--- src/hw/rtl/wblru_pkg.sv ---
`default_nettype none
package wblru_pkg;

	localparam int LINES = 64;
	localparam int IDX_W = $clog2(LINES);
	localparam logic [31:0] SAT_MAX = 32'hFFFF_FFFF;

	localparam logic [2:0] OP_READ   = 3'd0;
	localparam logic [2:0] OP_PWRITE = 3'd1;
	localparam logic [2:0] OP_FWRITE = 3'd2;
	localparam logic [2:0] OP_FLUSH  = 3'd3;
	localparam logic [2:0] OP_CLEAR  = 3'd4;

	localparam logic [1:0] KIND_DONE  = 2'd0;
	localparam logic [1:0] KIND_WB    = 2'd1;
	localparam logic [1:0] KIND_FETCH = 2'd2;

	typedef struct packed {
		logic load;
		logic match;
		logic decide;
		logic emit_wb;
		logic emit_fetch;
		logic emit_done;
		logic emit_flush;
		logic set_dirty;
		logic clear;
	} wblru_cmd_t;

	typedef struct packed {
		logic hit;
		logic victim_dirty;
		logic any_dirty;
		logic flush_last;
		logic out_free;
	} wblru_sts_t;

	function automatic logic [IDX_W-1:0] first_set(input logic [LINES-1:0] v);
		logic [IDX_W-1:0] r;
		r = '0;
		for (int i = LINES - 1; i >= 0; i--) begin
			if (v[i]) r = IDX_W'(i);
		end
		return r;
	endfunction

	function automatic logic [31:0] sat_inc(input logic [31:0] c);
		return (c == SAT_MAX) ? c : c + 32'd1;
	endfunction

endpackage
`default_nettype wire

--- src/hw/rtl/wblru_ctrl.sv ---
`default_nettype none
module wblru_ctrl
	import wblru_pkg::*;
(
	input  wire logic       clk,
	input  wire logic       arst_n,
	input  wire logic       in_valid,
	output logic            in_ready,
	input  wire logic [2:0] in_opcode,
	input  wire wblru_sts_t sts,
	output wblru_cmd_t      cmd
);

	localparam logic [2:0] ST_IDLE   = 3'd0;
	localparam logic [2:0] ST_MATCH  = 3'd1;
	localparam logic [2:0] ST_DECIDE = 3'd2;
	localparam logic [2:0] ST_WB     = 3'd3;
	localparam logic [2:0] ST_FETCH  = 3'd4;
	localparam logic [2:0] ST_DONE   = 3'd5;
	localparam logic [2:0] ST_FLUSH  = 3'd6;

	logic [2:0] state_q, state_d;
	logic [2:0] op_q;

	always_ff @(posedge clk or negedge arst_n) begin
		if (!arst_n) begin
			state_q <= ST_IDLE;
			op_q    <= OP_READ;
		end else begin
			state_q <= state_d;
			if (in_valid && in_ready) op_q <= in_opcode;
		end
	end

	always_comb begin
		state_d  = state_q;
		cmd      = '0;
		in_ready = 1'b0;
		unique case (state_q)
			ST_IDLE: begin
				in_ready = 1'b1;
				if (in_valid) begin
					cmd.load = 1'b1;
					case (in_opcode) inside
						OP_READ, OP_PWRITE, OP_FWRITE: state_d = ST_MATCH;
						OP_FLUSH, OP_CLEAR:            state_d = ST_FLUSH;
						default:                       state_d = ST_IDLE;
					endcase
				end
			end
			ST_MATCH: begin
				cmd.match = 1'b1;
				state_d   = ST_DECIDE;
			end
			ST_DECIDE: begin
				cmd.decide = 1'b1;
				if (sts.hit) state_d = ST_DONE;
				else if (sts.victim_dirty) state_d = ST_WB;
				else if (op_q != OP_FWRITE) state_d = ST_FETCH;
				else state_d = ST_DONE;
			end
			ST_WB: begin
				if (sts.out_free) begin
					cmd.emit_wb = 1'b1;
					state_d = (op_q != OP_FWRITE) ? ST_FETCH : ST_DONE;
				end
			end
			ST_FETCH: begin
				if (sts.out_free) begin
					cmd.emit_fetch = 1'b1;
					state_d = ST_DONE;
				end
			end
			ST_DONE: begin
				if (sts.out_free) begin
					cmd.emit_done = 1'b1;
					cmd.set_dirty = (op_q != OP_READ);
					state_d = ST_IDLE;
				end
			end
			ST_FLUSH: begin
				if (!sts.any_dirty) begin
					cmd.clear = (op_q == OP_CLEAR);
					state_d = ST_IDLE;
				end else if (sts.out_free) begin
					cmd.emit_flush = 1'b1;
					if (sts.flush_last) begin
						cmd.clear = (op_q == OP_CLEAR);
						state_d = ST_IDLE;
					end
				end
			end
			default: state_d = ST_IDLE;
		endcase
	end

endmodule
`default_nettype wire

--- config.mk ---
export PLATFORM = sky130hd
export DESIGN_NAME = wblru_ctrl
export DESIGN_NICKNAME = d
export VERILOG_FILES = /design/src/hw/rtl/wblru_pkg.sv /design/src/hw/rtl/wblru_ctrl.sv
export SDC_FILE = /design/constraint.sdc
export NUM_CORES = 1
export LEC_CHECK = 0
export BUFFER_PORTS_ARGS = -buffer_cell sky130_fd_sc_hd__buf_4
export CORE_UTILIZATION = 38
export DETAILED_ROUTE_END_ITERATION = 8
export PLACE_DENSITY_LB_ADDON = 0.3
export SLEW_MARGIN = 25
export SYNTH_ARGS = -nofsm -noshare
export SYNTH_HDL_FRONTEND = slang
export SYNTH_SLANG_ARGS = --single-unit
--- constraint.sdc ---
create_clock -name clk -period 2.5 [get_ports clk]
set_clock_uncertainty 0.05 [all_clocks]
set_input_delay 0.5 -clock clk [delete_from_list [all_inputs] [get_ports clk]]
set_output_delay 0.5 -clock clk [all_outputs]
set_load 0.1 [all_outputs]
==> results.ini, run 1 <==
[die]
pin_count=21
start_util=0.4388
row_count=12
die_h_um=39.01
die_w_um=39.01
die_area_sq_um=1522
core_area_sq_um=1186

[setup_path]
cp.arrival_ps=1770
critical_path.top_delay_family=flip-flops
end_kind=output port
worstSetupStartpointType=flop
setup.worst_path.class=flop to output port
critPathSlowestCell=dfrtp_1
crit_fanout=12
crit_required_ps=1950
cp_num_buf_inv=2
cpPeakStageDelay_ps=530
worstPathCellList=inv_4 > nand2_1 > nor3_1 > nand3_1 > a21oi_2 > buf_4

[global_route]
grt_pass1_wl_um=1994
grt_util_all_layers=0.2019
grt_max_degree=16
grt_pass1_vias=482
antenna_found_initial=0
gr-total-overflow=0

[clocking]
numCtsBuffers=3
clock_path_buffers=2
clk_pin_slew_ps=50
ctsHtreeMaxLevel=1
root_buffer=clkbuf_4
clock_sinks=6
cts_tree=done
clkLatencyLatePin_ps=240

[routing]
detail-route-antenna-nets=0
first_pass_iters=4
drt_wl_total_um=1332
viasPerCell=5.694
drt_iter0_drc=21
drc=0
wl_per_cell_um=13.59
via_count=558

[logic_synthesis]
yosysTopAreaCellShare=0.2885
ys_warn_count=0
synth_top_cells_by_area=dfrtp_1 29%, mux2_4 8.7%, nor3_1 6.7%
synth.net_count=74
synth.distinct_cells=30
syn_avg_cell_area_sq_um=8.262
synthCells=63
yosys.area.top_type=dfrtp_1
syn_area_sq_um=520.5
ys_ff_latch=6
ys_seq_area_frac=0.2885

[finish]
n_antenna_cell=0
layout_commonest_cell=buf_4
drive_gt1_frac=0.4405
final_cell_mix=21 x buf_4, 6 x nor2_1, 5 x nor3_1, 5 x dfrtp_1, 4 x nand2_1
fillerInstances=115
syn_to_final_growth_pct=37.98
final_net_count=97

[sta]
layout_min_cycle_time_ps=2316
hold_viol_final=0
fin_crit_sh=0.9265
maxSlewViolCount=0
slew-limit-headroom=0.6965
setup_viol=0
rsz0062_at_grt=false
max_freq_ghz=0.4317
setup-tns-final_ps=0
worst_hold_slack_ps=452.9
max_slew.worst_pin.slew_ps=455.3

[power]
leakage_nw=0.3215
p_per_area_nw_per_um2=1442
ir_drop_mv=0.5812

[placed_design]
dp_hpwl_um=991.9
gp_congestion=0.7962
port-buffer-count=20

[outcome]
status=finished, final reports clean

[job]
maxCapViolations=0

[hold_path]
hold_class=input port to flop

path summary, 6_finish.rpt:
kind / from / to / slack (ps) / cells after the start
min: in_opcode[1] / op_q[1] / 450 / 2
max: state_q[0] / cmd[0] / 180 / 6
min reg2reg: op_q[2] / op_q[2] / 530 / 1
min in group asynchronous: arst_n / op_q[2] / 570 / 2
max in group asynchronous: arst_n / state_q[1] / 1710 / 2
max reg2reg: state_q[0] / state_q[2] / 810 / 5
stage by stage:
stage	util	instances	power [W]	instance area [sq um]	worst slack, ps
3_5_place_dp	0.5770	94	0.0009381	684.4	351.4
3_3_place_gp	0.5770	94	0.0009288	684.4	433.4
6_report	0.6055	98	0.001036	718.2	183.7
2_1_floorplan	-	63	0.0008187	538.0	-828.4
4_1_cts	0.6044	98	0.001032	716.9	85.89
5_1_grt	0.6055	98	0.001094	718.2	38.99
where the power goes:
part           total [W]  internal (W)  leakage (nW)  switching [W]
sequential      0.000257      0.000146        0.0720       0.000111
combinational   0.000689      0.000226         0.236       0.000463
clock          0.0000891     0.0000543        0.0138      0.0000348
registers in the layout, summed over array words and instances, names as in the netlist:
name	cells
op_q	3
state_q	3
final cells by class:
| cell class | count | area, sq um | area share |
|---|---|---|---|
| well taps | 14 | 17.52 | 0.02439 |
| clock buffers | 3 | 22.52 | 0.03136 |
| flip-flops and latches | 6 | 151.4 | 0.2108 |
| inverters | 4 | 17.52 | 0.02439 |
| multi-input cells | 49 | 341.6 | 0.4756 |
| repair buffers | 22 | 167.7 | 0.2334 |
kinds of logic (layout without fill, tap and decap cells):
logic type / Yosys count / count (layout) / synth area share
buffers and inverters: 8 / 29 / 0.08895
DFF: 6 / 6 / 0.2885
and+or+nand+nor: 26 / 26 / 0.2524
AOI/OAI and AO/OA: 20 / 20 / 0.2837
muxes: 3 / 3 / 0.08653
metal layers:
layer	vias to the layer above	global-route usage	share of wire
met2	18	0.3083	0.47
met5	-	0	0
met3	4	0.03468	0.044
met4	0	0.1293	0.017
li1	278	-	-
met1	258	0.2580	0.47
worst register-to-register path, cell delays in order (launching register included):
cell and delay [ps]:
dfrtp_1 620, nand4bb_1 210, o31ai_2 80, a32oi_2 270, o21ai_1 110, a22o_1 240
timing repair:
item | 4_1_cts | 5_1_grt
endpoints found under the hold margin | 3 | 0
resized for setup | 0 | 1
buffers inserted | 0 | 0
setup endpoints to repair | 0 | 1
hold buffers | 1 | 0
cells in the mapped netlist:
master / instances
nor2_1: 7
nor3_1: 7
dfrtp_1: 6
a21oi_1: 4
nand2_1: 4
inv_1: 3
mux2_4: 3
nand2b_1: 3
o21ai_0: 3
a31oi_1: 2
buf_2: 2
a22o_1: 1
a22oi_1: 1
a2bb2oi_1: 1
a32oi_1: 1
a32oi_2: 1
and2_1: 1
buf_4: 1
buf_6: 1
inv_4: 1
nand3_1: 1
nand4bb_1: 1
o21ai_1: 1
o21ai_2: 1
o22ai_1: 1
o31a_1: 1
o31ai_2: 1
o32ai_1: 1
or2b_1: 1
or3_1: 1
No activity file was read; power rests on OpenSTA's default activity.
==> inputs of run 2 (changes only) <==
--- a/config.mk
+++ b/config.mk
@@ -6,8 +6,9 @@
 export NUM_CORES = 1
 export LEC_CHECK = 0
 export BUFFER_PORTS_ARGS = -buffer_cell sky130_fd_sc_hd__buf_4
-export CORE_UTILIZATION = 38
+export CORE_AREA = 2 2 39 41
 export DETAILED_ROUTE_END_ITERATION = 8
+export DIE_AREA = 0 0 41 43
 export PLACE_DENSITY_LB_ADDON = 0.3
 export SLEW_MARGIN = 25
 export SYNTH_ARGS = -nofsm -noshare
==> results.ini, run 2 (synthesis gave the netlist of run 1 again) <==
[outcome]
status=finished, final reports clean

[sta]
maxSlewViolCount=0  ; unchanged
rsz0062_at_grt=false
layout_min_cycle_time_ps=2300  ; -16.64 ps
worst_hold_slack_ps=457.1  ; +4.155 ps
max_slew.worst_pin.slew_ps=414.2  ; -41.11 ps
fin_crit_sh=0.9199  ; -0.006657
hold_viol_final=0  ; unchanged
slew-limit-headroom=0.7239  ; +0.02740
setup_viol=0  ; unchanged
max_freq_ghz=0.4349  ; +0.72%

[routing]
detail-route-antenna-nets=0  ; unchanged
wl_per_cell_um=12.90  ; -5.1%
drt_iter0_drc=20  ; -4.8%
via_count=558  ; unchanged
viasPerCell=5.580  ; -2.0%
drc=0  ; unchanged
first_pass_iters=4  ; unchanged
drt_wl_total_um=1290  ; -3.2%

[placed_design]
dp_hpwl_um=1020  ; +2.8%
port-buffer-count=20  ; unchanged
gp_congestion=0.7774  ; -2.4%

[job]
maxCapViolations=0  ; unchanged

[die]
die_h_um=43  ; +10%
start_util=0.3761  ; -0.06269
die_area_sq_um=1763  ; +16%
die_w_um=41  ; +5.1%
pin_count=21  ; unchanged
row_count=14  ; +2
core_area_sq_um=1384  ; +17%

[clocking]
clock_path_buffers=2  ; unchanged
postCtsSetupBuffers=0  ; unchanged
clkLatencyLatePin_ps=240  ; about the same
numCtsBuffers=3  ; unchanged
clock_sinks=6  ; unchanged
cts_tree=done
ctsHtreeMaxLevel=1  ; unchanged
clk_pin_slew_ps=40  ; about the same
root_buffer=clkbuf_4

[global_route]
grt_max_degree=16  ; unchanged
gr-total-overflow=0  ; unchanged
grt_util_all_layers=0.1776  ; -0.02432
grt_pass1_vias=500  ; +3.7%
grt_pass1_wl_um=2049  ; +2.8%
antenna_found_initial=0  ; unchanged

[power]
report.power.total_w=0.001032  ; -0.38%
ir_drop_mv=0.4701  ; -19%
p_per_area_nw_per_um2=1431  ; -0.73%
leakage_nw=0.3215  ; unchanged

[setup_path]
setup.worst_path.class=flop to output port
crit_required_ps=1950  ; about the same
cp.arrival_ps=1750  ; -20 ps
end_kind=output port
worstSetupStartpointType=flop
crit_fanout=12  ; unchanged

[finish]
reg.largest.list=op_q x3, state_q x3
final_cell_mix=21 x buf_4, 6 x nor2_1, 5 x nor3_1, 5 x dfrtp_1, 4 x nand2_1
fillerInstances=141  ; +23%
syn_to_final_growth_pct=38.46
layout_commonest_cell=buf_4
drive_gt1_frac=0.4405  ; unchanged
n_antenna_cell=0  ; unchanged
final_net_count=97  ; unchanged

[hold_path]
hold_class=input port to flop

## run 2: cell counts in the layout (fill, tap and decap cells not counted)
Identical to the previous run, type by type.
## run 2: path summary, 6_finish.rpt
check	end	cells after the start	slack, ps	from
hold reg to reg	op_q[0]	1	530	op_q[0]
max in group asynchronous	state_q[1]	2	1730	arst_n
hold / removal	op_q[1]	2	460	in_opcode[1]
setup reg to reg	state_q[2]	5	840	state_q[0]
setup / recovery	cmd[0]	6	200	state_q[0]
min in group asynchronous	op_q[0]	2	550	arst_n
## run 2: where the power goes
group	leakage [nW]	switching [W]	internal [W]
Sequential	0.0720	0.000107	0.000147
Combinational	0.236	0.000464	0.000226
Clock	0.0138	0.0000341	0.0000542
Total	0.322	0.000605	0.000427
## run 2: repair_timing
| action | 4_1_cts | 5_1_grt |
|---|---|---|
| endpoints found under the hold margin | 6 | 0 |
| gates resized for setup | 0 | 1 |
| hold buffers | 1 | 0 |
| setup endpoints to repair | 0 | 1 |
## run 2: metal layers
layer	wire, um	global-route usage	vias up
met5	0	0	-
met3	69	0.03141	4
met4	40	0.1533	0
met2	638	0.2438	21
li1	-	-	276
met1	542	0.2255	257
## run 2: cell type report
cell class	instances	area, sq um	area share
clock buffers	3	22.52	0.03125
inverters	4	17.52	0.02431
multi-input cells	49	341.6	0.4740
flip-flops and latches	6	151.4	0.2101
well taps	16	20.02	0.02778
repair buffers	22	167.7	0.2326
## run 2: worst max-delay path, stage by stage (launching register included)
cell and delay (ps):
dfrtp_1 520, inv_4 140, nand2_1 130, nor3_1 180, nand3_1 120, a21oi_2 120, buf_4 290
## run 2: stage by stage
step	setup TNS [ps]	utilization	std cells	cell area, sq um	setup slack, ps
4_1_cts	0	0.5199	100	719.4	92.51
2_1_floorplan	-3216	-	63	538.0	-828.4
5_1_grt	0	0.5208	100	720.7	38.15
3_3_place_gp	0	0.4964	96	686.9	449.2
3_5_place_dp	0	0.4964	96	686.9	364.5
6_report	0	0.5208	100	720.7	200.4
==> inputs of run 3 (changes only) <==
--- a/config.mk
+++ b/config.mk
@@ -10,6 +10,7 @@
 export DETAILED_ROUTE_END_ITERATION = 8
 export DIE_AREA = 0 0 41 43
 export PLACE_DENSITY_LB_ADDON = 0.3
+export RECOVER_POWER = 50
 export SLEW_MARGIN = 25
 export SYNTH_ARGS = -nofsm -noshare
 export SYNTH_HDL_FRONTEND = slang
==> results.ini, run 3 (synthesis gave the netlist of run 1 again) <==
[sta]
slew-limit-headroom=0.7091  ; -0.01481
worst_hold_slack_ps=451.8  ; -5.301 ps
maxSlewViolCount=0  ; unchanged
hold_viol_final=0  ; unchanged
setup-tns-final_ps=0  ; unchanged
setup_viol=0  ; unchanged
layout_min_cycle_time_ps=2308  ; +8.842 ps
setup_ws_ps=191.5  ; -8.842 ps
rsz0062_at_grt=false
max_freq_ghz=0.4332  ; -0.38%
max_slew.worst_pin.slew_ps=436.4  ; +22.21 ps
fin_crit_sh=0.9234  ; +0.003537

[die]
die_h_um=43  ; unchanged
core_area_sq_um=1384  ; unchanged
pin_count=21  ; unchanged
die_area_sq_um=1763  ; unchanged
start_util=0.3761  ; unchanged
die_w_um=41  ; unchanged
row_count=14  ; unchanged

[setup_path]
worstSetupStartpointType=flop
end_kind=output port
r2r_end=state_q[2]
rrSetupSlack_ps=740  ; -100 ps
crit_fanout=9  ; -3
cp.arrival_ps=1760  ; about the same
worstReg2RegStart=state_q[0]
reg2reg_depth=5  ; unchanged
setup.worst_path.class=flop to output port
crit_required_ps=1950  ; about the same

[finish]
drive_gt1_frac=0.4048  ; -0.03571
multi_input_area_sq_um=330.3  ; -3.3%
layout_commonest_cell=buf_4
stdcell_area_sq_um=705.7  ; -2.1%
reg.largest.list=op_q x3, state_q x3
syn_to_final_growth_pct=35.58
fillerInstances=145  ; +2.8%
n_antenna_cell=0  ; unchanged
final_cell_mix=20 x buf_4, 6 x nor2_1, 5 x nor3_1, 5 x dfrtp_1, 4 x nand2_1
register_area_sq_um=151.4  ; unchanged
final_net_count=97  ; unchanged

[global_route]
grt.met2_usage=0.2438  ; unchanged
grt_busiest_layer=met2
grtUsageMet1=0.2255  ; unchanged
gr-total-overflow=0  ; unchanged
antenna_found_initial=0  ; unchanged
grt_pass1_vias=500  ; unchanged
grt_pass1_wl_um=2049  ; unchanged
grt_util_met3=0.03141  ; unchanged
grt_util_all_layers=0.1776  ; unchanged
grt_max_degree=16  ; unchanged

[power]
leakage_nw=0.3117  ; -3.1%
ir_drop_mv=0.4622  ; -1.7%
p_per_area_nw_per_um2=1438  ; +0.48%

[clocking]
clock_path_buffers=2  ; unchanged
root_buffer=clkbuf_4
cts_tree=done
clock_sinks=6  ; unchanged
clkLatencyLatePin_ps=240  ; about the same
numCtsBuffers=3  ; unchanged
ctsHtreeMaxLevel=1  ; unchanged
clk_pin_slew_ps=40  ; about the same

[job]
maxCapViolations=0  ; unchanged

[routing]
viasPerCell=5.630  ; +0.90%
drc=0  ; unchanged
detail-route-antenna-nets=0  ; unchanged
via_count=563  ; +0.90%
first_pass_iters=4  ; unchanged
drt_iter0_drc=17  ; -15%
wl_per_cell_um=13.09  ; +1.5%
drt_wl_total_um=1309  ; +1.5%

[placed_design]
port-buffer-count=20  ; unchanged
dp_slack_ps=364.5  ; unchanged
gp_congestion=0.7774  ; unchanged
dp_hpwl_um=1020  ; unchanged
placedInstanceArea_sq_um=686.9  ; unchanged

[hold_path]
worstHoldStart=in_opcode[1]
hold_depth=2  ; unchanged
hold_class=input port to flop
whs_endpoint=op_q[1]

[outcome]
status=finished, final reports clean

-- run 3: worst max path at each step --
stage                         to  slack, ps  cells after the start       start
after floorplan           cmd[2]       -830                      3  state_q[2]
after global placement    cmd[0]        450                      5  state_q[1]
after detailed placement  cmd[0]        360                      5  state_q[1]
after CTS                 cmd[0]         90                      5  state_q[1]
after global routing      cmd[0]         40                      6  state_q[0]
final                     cmd[8]        190                      3  state_q[2]
-- run 3: worst max-delay path, cell delays in order (launching register included) --
cell	delay, ps
dfrtp_1	480
nor3_2	320
and2_0	360
buf_4	360
-- run 3: repair_timing --
item | in CTS | in global routing
setup endpoints to repair | 0 | 1
setup buffers | 0 | 0
hold endpoints to repair | 6 | 0
hold buffers | 1 | 0
gates resized for setup | 0 | 1
-- run 3: area by class of cell --
class                      count  area share
multi-input combinational     49      0.4681
timing repair buffer          22      0.2323
sequential                     6      0.2145
clock buffer                   3     0.03191
tap                           16     0.02837
inverter                       4     0.02482
-- run 3: power by group --
part	switching (W)	internal, W	leakage [nW]
clock network	0.0000334	0.0000542	0.0138
logic	0.000462	0.000214	0.226
registers	0.000105	0.000147	0.0720
total	0.000600	0.000415	0.312
-- run 3: per-layer routing --
metal / up-vias / share of wire
met5: - / 0
met4: 0 / 0.037
met3: 4 / 0.046
met2: 19 / 0.48
met1: 266 / 0.44
li1: 274 / -
-- run 3: stage by stage --
stage	total power [W]	utilization	std cells
after floorplan	0.0008187	-	63
after global placement	0.0009321	0.4964	96
after detailed placement	0.0009414	0.4964	96
after CTS	0.001034	0.5199	100
after global routing	0.001072	0.5099	100
final	0.001015	0.5099	100
